--- src/hw/rtl/bqvg_pkg.sv ---
// Shared types, constants and helpers for the billboard quad vertex generator.
`timescale 1ns / 1ps

package bqvg_pkg;

    // Configuration register indexes (byte address = 4 * index)
    localparam logic [2:0] REG_QUAT_X = 3'd0;
    localparam logic [2:0] REG_QUAT_Y = 3'd1;
    localparam logic [2:0] REG_QUAT_Z = 3'd2;
    localparam logic [2:0] REG_QUAT_W = 3'd3;
    localparam logic [2:0] REG_CAM_X  = 3'd4;
    localparam logic [2:0] REG_CAM_Y  = 3'd5;
    localparam logic [2:0] REG_CAM_Z  = 3'd6;

    localparam int ADDR_W = 5;

    // Corner codes, emitted in this order
    localparam logic [1:0] CORNER_TL = 2'd0;  // (-1, 1)
    localparam logic [1:0] CORNER_TR = 2'd1;  // ( 1, 1)
    localparam logic [1:0] CORNER_BR = 2'd2;  // ( 1,-1)
    localparam logic [1:0] CORNER_BL = 2'd3;  // (-1,-1)

    // Q2.14 one, as reset value of quat_w and of the identity basis
    localparam logic signed [15:0] QUAT_ONE  = 16'sd16384;
    localparam logic signed [17:0] BASIS_ONE = 18'sd16384;

    typedef struct packed {
        logic signed [15:0] x;
        logic signed [15:0] y;
        logic signed [15:0] z;
        logic signed [15:0] w;
    } quat_t;

    typedef struct packed {
        logic signed [31:0] x;
        logic signed [31:0] y;
        logic signed [31:0] z;
    } cam_t;

    // Right and up vectors, Q4.14
    typedef struct packed {
        logic signed [17:0] rx;
        logic signed [17:0] ry;
        logic signed [17:0] rz;
        logic signed [17:0] ux;
        logic signed [17:0] uy;
        logic signed [17:0] uz;
    } basis_t;

    // Clamp a 39-bit sum into signed 32 bits
    function automatic logic signed [31:0] sat32(input logic signed [38:0] v);
        logic signed [38:0] hi;
        logic signed [38:0] lo;
        hi = 39'sh0_7FFF_FFFF;
        lo = -39'sh0_8000_0000;
        if (v > hi)
            return 32'sh7FFF_FFFF;
        else if (v < lo)
            return 32'sh8000_0000;
        else
            return v[31:0];
    endfunction

endpackage

--- src/hw/rtl/bqvg_regs.sv ---
// APB configuration registers and basis settle timer.
`timescale 1ns / 1ps

module bqvg_regs
    import bqvg_pkg::*;
(
    input  logic              clk,
    input  logic              rst_n,
    input  logic              psel,
    input  logic              penable,
    input  logic              pwrite,
    input  logic [ADDR_W-1:0] paddr,
    input  logic [31:0]       pwdata,
    output logic [31:0]       prdata,
    output logic              pready,
    output quat_t             quat,
    output cam_t              cam,
    output logic              settled
);

    // basis pipeline is two registers deep behind the quaternion
    localparam logic [1:0] SETTLE_CYCLES = 2'd2;

    quat_t      quat_reg;
    cam_t       cam_reg;
    logic [1:0] settle_reg;
    logic [1:0] settle_next;
    logic       wr_en;
    logic [2:0] idx;

    assign pready = 1'b1;
    assign wr_en  = psel & penable & pwrite;
    assign idx    = paddr[ADDR_W-1:2];

    always_ff @(posedge clk or negedge rst_n)
    begin
        if (!rst_n)
        begin
            quat_reg <= '{x: 16'sd0, y: 16'sd0, z: 16'sd0, w: QUAT_ONE};
            cam_reg  <= '0;
        end
        else if (wr_en)
        begin
            unique case (idx)
                REG_QUAT_X: quat_reg.x <= pwdata[15:0];
                REG_QUAT_Y: quat_reg.y <= pwdata[15:0];
                REG_QUAT_Z: quat_reg.z <= pwdata[15:0];
                REG_QUAT_W: quat_reg.w <= pwdata[15:0];
                REG_CAM_X:  cam_reg.x  <= pwdata;
                REG_CAM_Y:  cam_reg.y  <= pwdata;
                REG_CAM_Z:  cam_reg.z  <= pwdata;
                default:    ;
            endcase
        end
    end

    // hold off particles until the new basis has reached its registers
    always_comb
    begin
        settle_next = settle_reg;
        if (wr_en && (idx == REG_QUAT_X || idx == REG_QUAT_Y ||
                      idx == REG_QUAT_Z || idx == REG_QUAT_W))
            settle_next = SETTLE_CYCLES;
        else if (settle_reg != 2'd0)
            settle_next = settle_reg - 2'd1;
    end

    always_ff @(posedge clk or negedge rst_n)
    begin
        if (!rst_n)
            settle_reg <= 2'd0;
        else
            settle_reg <= settle_next;
    end

    always_comb
    begin
        unique case (idx)
            REG_QUAT_X: prdata = {16'd0, quat_reg.x};
            REG_QUAT_Y: prdata = {16'd0, quat_reg.y};
            REG_QUAT_Z: prdata = {16'd0, quat_reg.z};
            REG_QUAT_W: prdata = {16'd0, quat_reg.w};
            REG_CAM_X:  prdata = cam_reg.x;
            REG_CAM_Y:  prdata = cam_reg.y;
            REG_CAM_Z:  prdata = cam_reg.z;
            default:    prdata = 32'd0;
        endcase
    end

    assign quat    = quat_reg;
    assign cam     = cam_reg;
    assign settled = (settle_reg == 2'd0);

endmodule

--- config.mk ---
export PLATFORM = sky130hd
export DESIGN_NAME = bqvg_regs
export DESIGN_NICKNAME = d
export VERILOG_FILES = /design/src/hw/rtl/bqvg_pkg.sv /design/src/hw/rtl/bqvg_regs.sv
export SDC_FILE = /design/constraint.sdc
export NUM_CORES = 1
export LEC_CHECK = 0
export ABC_AREA = 0
export BUFFER_PORTS_ARGS = -buffer_cell sky130_fd_sc_hd__buf_2
export CORE_MARGIN = 3
export CORE_UTILIZATION = 45
export DETAILED_ROUTE_END_ITERATION = 8
export PLACE_DENSITY_LB_ADDON = 0.15
export SKIP_LAST_GASP = 1
export SYNTH_ARGS = -nofsm -noshare
export SYNTH_HDL_FRONTEND = slang
export SYNTH_SLANG_ARGS = --single-unit
--- constraint.sdc ---
create_clock -name clk -period 4.7 [get_ports clk]
set_input_delay 0.705 -clock clk [delete_from_list [all_inputs] [get_ports clk]]
set_output_delay 0.705 -clock clk [all_outputs]
set_load 0.01 [all_outputs]
==> Word-level counts from Yosys, hierarchy flattened <==
Cells that the tools add are included.
{ "totals": {"reg_bits": 162, "output_inout_bits": 194, "wordCells": 35} }
{ "op_classes": {"addsub": 1, "eq_ne": 6, "n_mux": 3, "bitwise": 2, "n_reduce_logical": 15} }
{ "ops": {"columns": ["op", "n"], "rows": [
  ["32-bit one-hot mux with 7 select lines", 1],
  ["2-bit AND reduction", 7],
  ["3-bit == test, second input constant", 3],
  ["3-bit by 2-bit == test with 1-bit output, second input constant", 2],
  ["2-bit two-way mux", 2],
  ["2-bit nonzero test", 2],
  ["3-bit by 1-bit == test with 1-bit output, second input constant", 1],
  ["3-bit logical NOT", 1],
  ["1-bit logical OR", 3],
  ["1-bit AND", 2],
  ["2-bit logical NOT", 1],
  ["2-bit by 1-bit subtractor with 2-bit output, second input constant", 1],
  ["1-bit logical AND", 1]
]} }

==> Longest topological paths before layout <==
{ "depth": {"depth_word": 6, "depth_mapped": 6} }

==> Worst setup path before layout <==
OpenSTA, ideal clock, no wires.
{ "synth_path": {"path_kind": "input-to-output", "from": "input port paddr[3]", "to": "output port prdata[8]", "arrival_time_ps": 1879, "slack_ps": 2116, "cell_stages": 6, "n_path_buf": 3, "path_cell_list": "buf_2 buf_2 clkbuf_1 nand3b_1 o21a_1 o21ai_0"} }
{ "synth_between": {"elab_chain_len": 2, "elab_cells_between_ends": 8, "cone_classes": "6 x eq/ne; 1 x mux; 1 x reduce/logical"} }
{ "synth_lines": {"columns": ["element", "line_no", "rtl"], "rows": [
  ["start: declaration", "bqvg_regs.sv:12", "input logic [ADDR_W-1:0] paddr,"],
  ["3-bit == test (tied with other cells)", "bqvg_regs.sv:78", "unique case (idx)"],
  ["32-bit one-hot mux with 7 select lines (*)", "bqvg_regs.sv:78", null],
  ["end: declaration", "bqvg_regs.sv:14", "output logic [31:0] prdata,"]
]} }
Mark *: on every way between the ends. The rest lies on a longest branch, timed or not.

==> Worst setup path after layout <==
{ "layout_path": {"from": "input port paddr[2]", "to": "output port prdata[4]"} }
The elaborated chain is that of the path after synthesis.

==> results.ini <==
[timing]
worstMarginPinSlew_ns=1.202
tns_ns=0
finalCritPeriodShare_pct=69.12
rsz0062_at_grt=false
clock_skew_ns=0.0002300
setup_violations=0
slew_headroom_pct=19.88
final-hold-violation-count=0
period_needed_ns=3.249
slew_viol_final=0
max_freq_mhz=307.8

[detailed_routing]
wirelength_mm=21.48
viasPerCell=5.460
firstDrtPassIters=5
num_vias=5575
drc=0
drt_iter0_drc=240
ant_nets=0
wire_per_inst_um=21.03

[setup_path]
r2r_slack_ns=3.71
reg2reg_depth=4
endpoint_kind=output port
worstPathRequired_ns=3.99
crit_type=in2out
crit_arrival_ns=2.54
start_kind=input pin
crit_fanout=46

[floorplanning]
ios=236
num_rows=47
start_util_pct=46.05
die_area_um2=18630
dieHeight_um=136.5
die_w_um=136.5
core_um2=16640

[synth]
ys_types=36
yosys.area.top_type=dfrtp_1
ys_ff_latch=162
syn_area_um2=7664
synthTopCellsByArea=dfrtp_1 53%, mux2_2 22%, mux2i_1 6.0%
seq_area_frac_synth_pct=52.91
syn_nets=613
synth_cells=570
yosysWarnings=0
syn_avg_cell_area_um2=13.44
synth_top_cell_area_share_pct=52.57

[finish]
fin_area_um2=9598
largest_reg_flops=96
layout-drive-gt1-share_pct=56.80
syn_to_final_growth_pct=25.24
nets=831
antennaDiodeCount=0

[placed_design]
dpl_cell_area_um2=9020
dpl.hpwl_mm=14.20
portBuffers=232
gp_congestion=0.8159

[clocking]
clockBufferDepth=2
root_buffer=clkbuf_16
clock_sinks=162
ctsResizeCount=0
htree_levels=4
path_clk_slew_ns=0.06
cts_made_buffers=17
post_cts_buffers=0
postCtsHoldBufs=0
cts_tree=done
clk_latency_ns=0.41

[power_and_ir_drop]
power_density_nw_per_um2=451.0
ir_drop_mv=0.2431
leakage_nw=4.830

[job]
maxCapViolations=0

[global_route]
grt_overflow=0
grt_max_degree=94
first_global_vias=5719
antenna_found_initial=1
grt_use_total_pct=23.19
grt_pass1_wl_mm=32.84

[min_path]
hp-class=in2async

[outcome]
status=completed

-- per-stage QoR --
stage	util [%]	std cells	total power (W)	setup slack, ns	hold WS (ns)
3_5_place_dp	54.20	989	0.003023	1.420	0.4941
4_1_cts	57.67	1021	0.004377	1.484	0.3913
6_report	57.67	1021	0.004328	1.451	0.3456
3_3_place_gp	54.20	989	0.002974	1.438	0.4779
5_1_grt	57.67	1021	0.004562	1.350	0.4091
2_1_floorplan	-	570	0.002487	2.116	0.4094
-- critical path, cell delays in order --
cell      delay [ns]
buf_4           0.51
nor2b_1         0.83
nand2_1         0.14
o221ai_1        0.13
buf_2           0.18
-- placed cells by master, fill, tap and decap left out, types with 5 or more instances in the layout --
master and count:
buf_2 230, or2_2 16, clkbuf_8 5, dfrtp_1 161, o21a_1 15, o21ai_0 6, nand3b_1 7, nand3_1 9
a21boi_0 14, buf_4 11, clkbuf_16 17, mux2i_1 46, nand2_1 26, mux2_1 12, nand4b_1 12, o221ai_1 11
mux2_4 10, o211a_1 6, mux2_2 148
-- logic make-up after synthesis --
family	synth area share [%]
multiplexers	31.77
flip-flops	52.91
AND/OR/NAND/NOR	6.580
AO/OA/AOI/OAI	5.535
buffers and inverters	2.873
adder cells (fa/ha/maj)	0.1632
other	0.04893
XOR/XNOR	0.1143
-- power by group --
part / total, W / internal, W / switching (W)
registers: 0.00189 / 0.00168 / 0.000213
logic: 0.00110 / 0.000550 / 0.000550
clock network: 0.00134 / 0.000798 / 0.000540
-- Yosys cell counts --
| master | instances |
|---|---|
| a21boi_1 | 2 |
| nor2_2 | 1 |
| mux2_2 | 148 |
| mux2_1 | 12 |
| o221ai_1 | 11 |
| o21a_1 | 15 |
| nand4_1 | 1 |
| nand2b_1 | 2 |
| buf_4 | 2 |
| buf_2 | 23 |
| nand3b_1 | 7 |
| dfrtp_1 | 161 |
| nand4b_4 | 1 |
| or2_2 | 16 |
| nand4b_1 | 12 |
| mux4_2 | 1 |
| buf_1 | 1 |
| o21ai_0 | 6 |
| dfstp_2 | 1 |
| o211a_1 | 6 |
| or3_1 | 2 |
| a21boi_0 | 14 |
| a21oi_1 | 1 |
| ha_1 | 1 |
| buf_6 | 1 |
| nor2b_1 | 2 |
| nand2_1 | 26 |
| nor3b_1 | 1 |
| xor2_1 | 1 |
| nor2_1 | 6 |
| nand3_1 | 9 |
| conb_1 | 1 |
| mux2i_1 | 46 |
| inv_1 | 3 |
| mux2_4 | 10 |
| clkbuf_1 | 17 |
-- worst paths after layout --
path	start	to
setup reg to reg	settle_reg[0]	settle_reg[0]
hold / removal	rst_n	quat[53]
max in group asynchronous	rst_n	quat[26]
hold reg to reg	settle_reg[1]	settle_reg[1]
setup / recovery	paddr[2]	prdata[4]
min in group clk	settle_reg[1]	settle_reg[1]
-- layout make-up --
type | instances | area [µm²]
fill | 1400 | 7044
sequential | 162 | 4055
multi-input combinational | 361 | 3413
timing repair buffer | 243 | 1265
clock buffer | 24 | 501.7
tap | 220 | 275.3
clock inverter | 8 | 76.32
inverter | 3 | 11.26
-- metal layers --
| metal | wire length [µm] | GRT usage (%) | share of wire (%) | vias up |
|---|---|---|---|---|
| met3 | 1630 | 7.279 | 7.6 | 24 |
| met1 | 9063 | 30.21 | 42 | 2842 |
| li1 | - | - | - | 2502 |
| met5 | 7 | 0 | 0.033 | - |
| met4 | 311 | 7.167 | 1.4 | 2 |
| met2 | 10460 | 37.19 | 49 | 205 |
No activity file was read; power rests on OpenSTA's default activity.
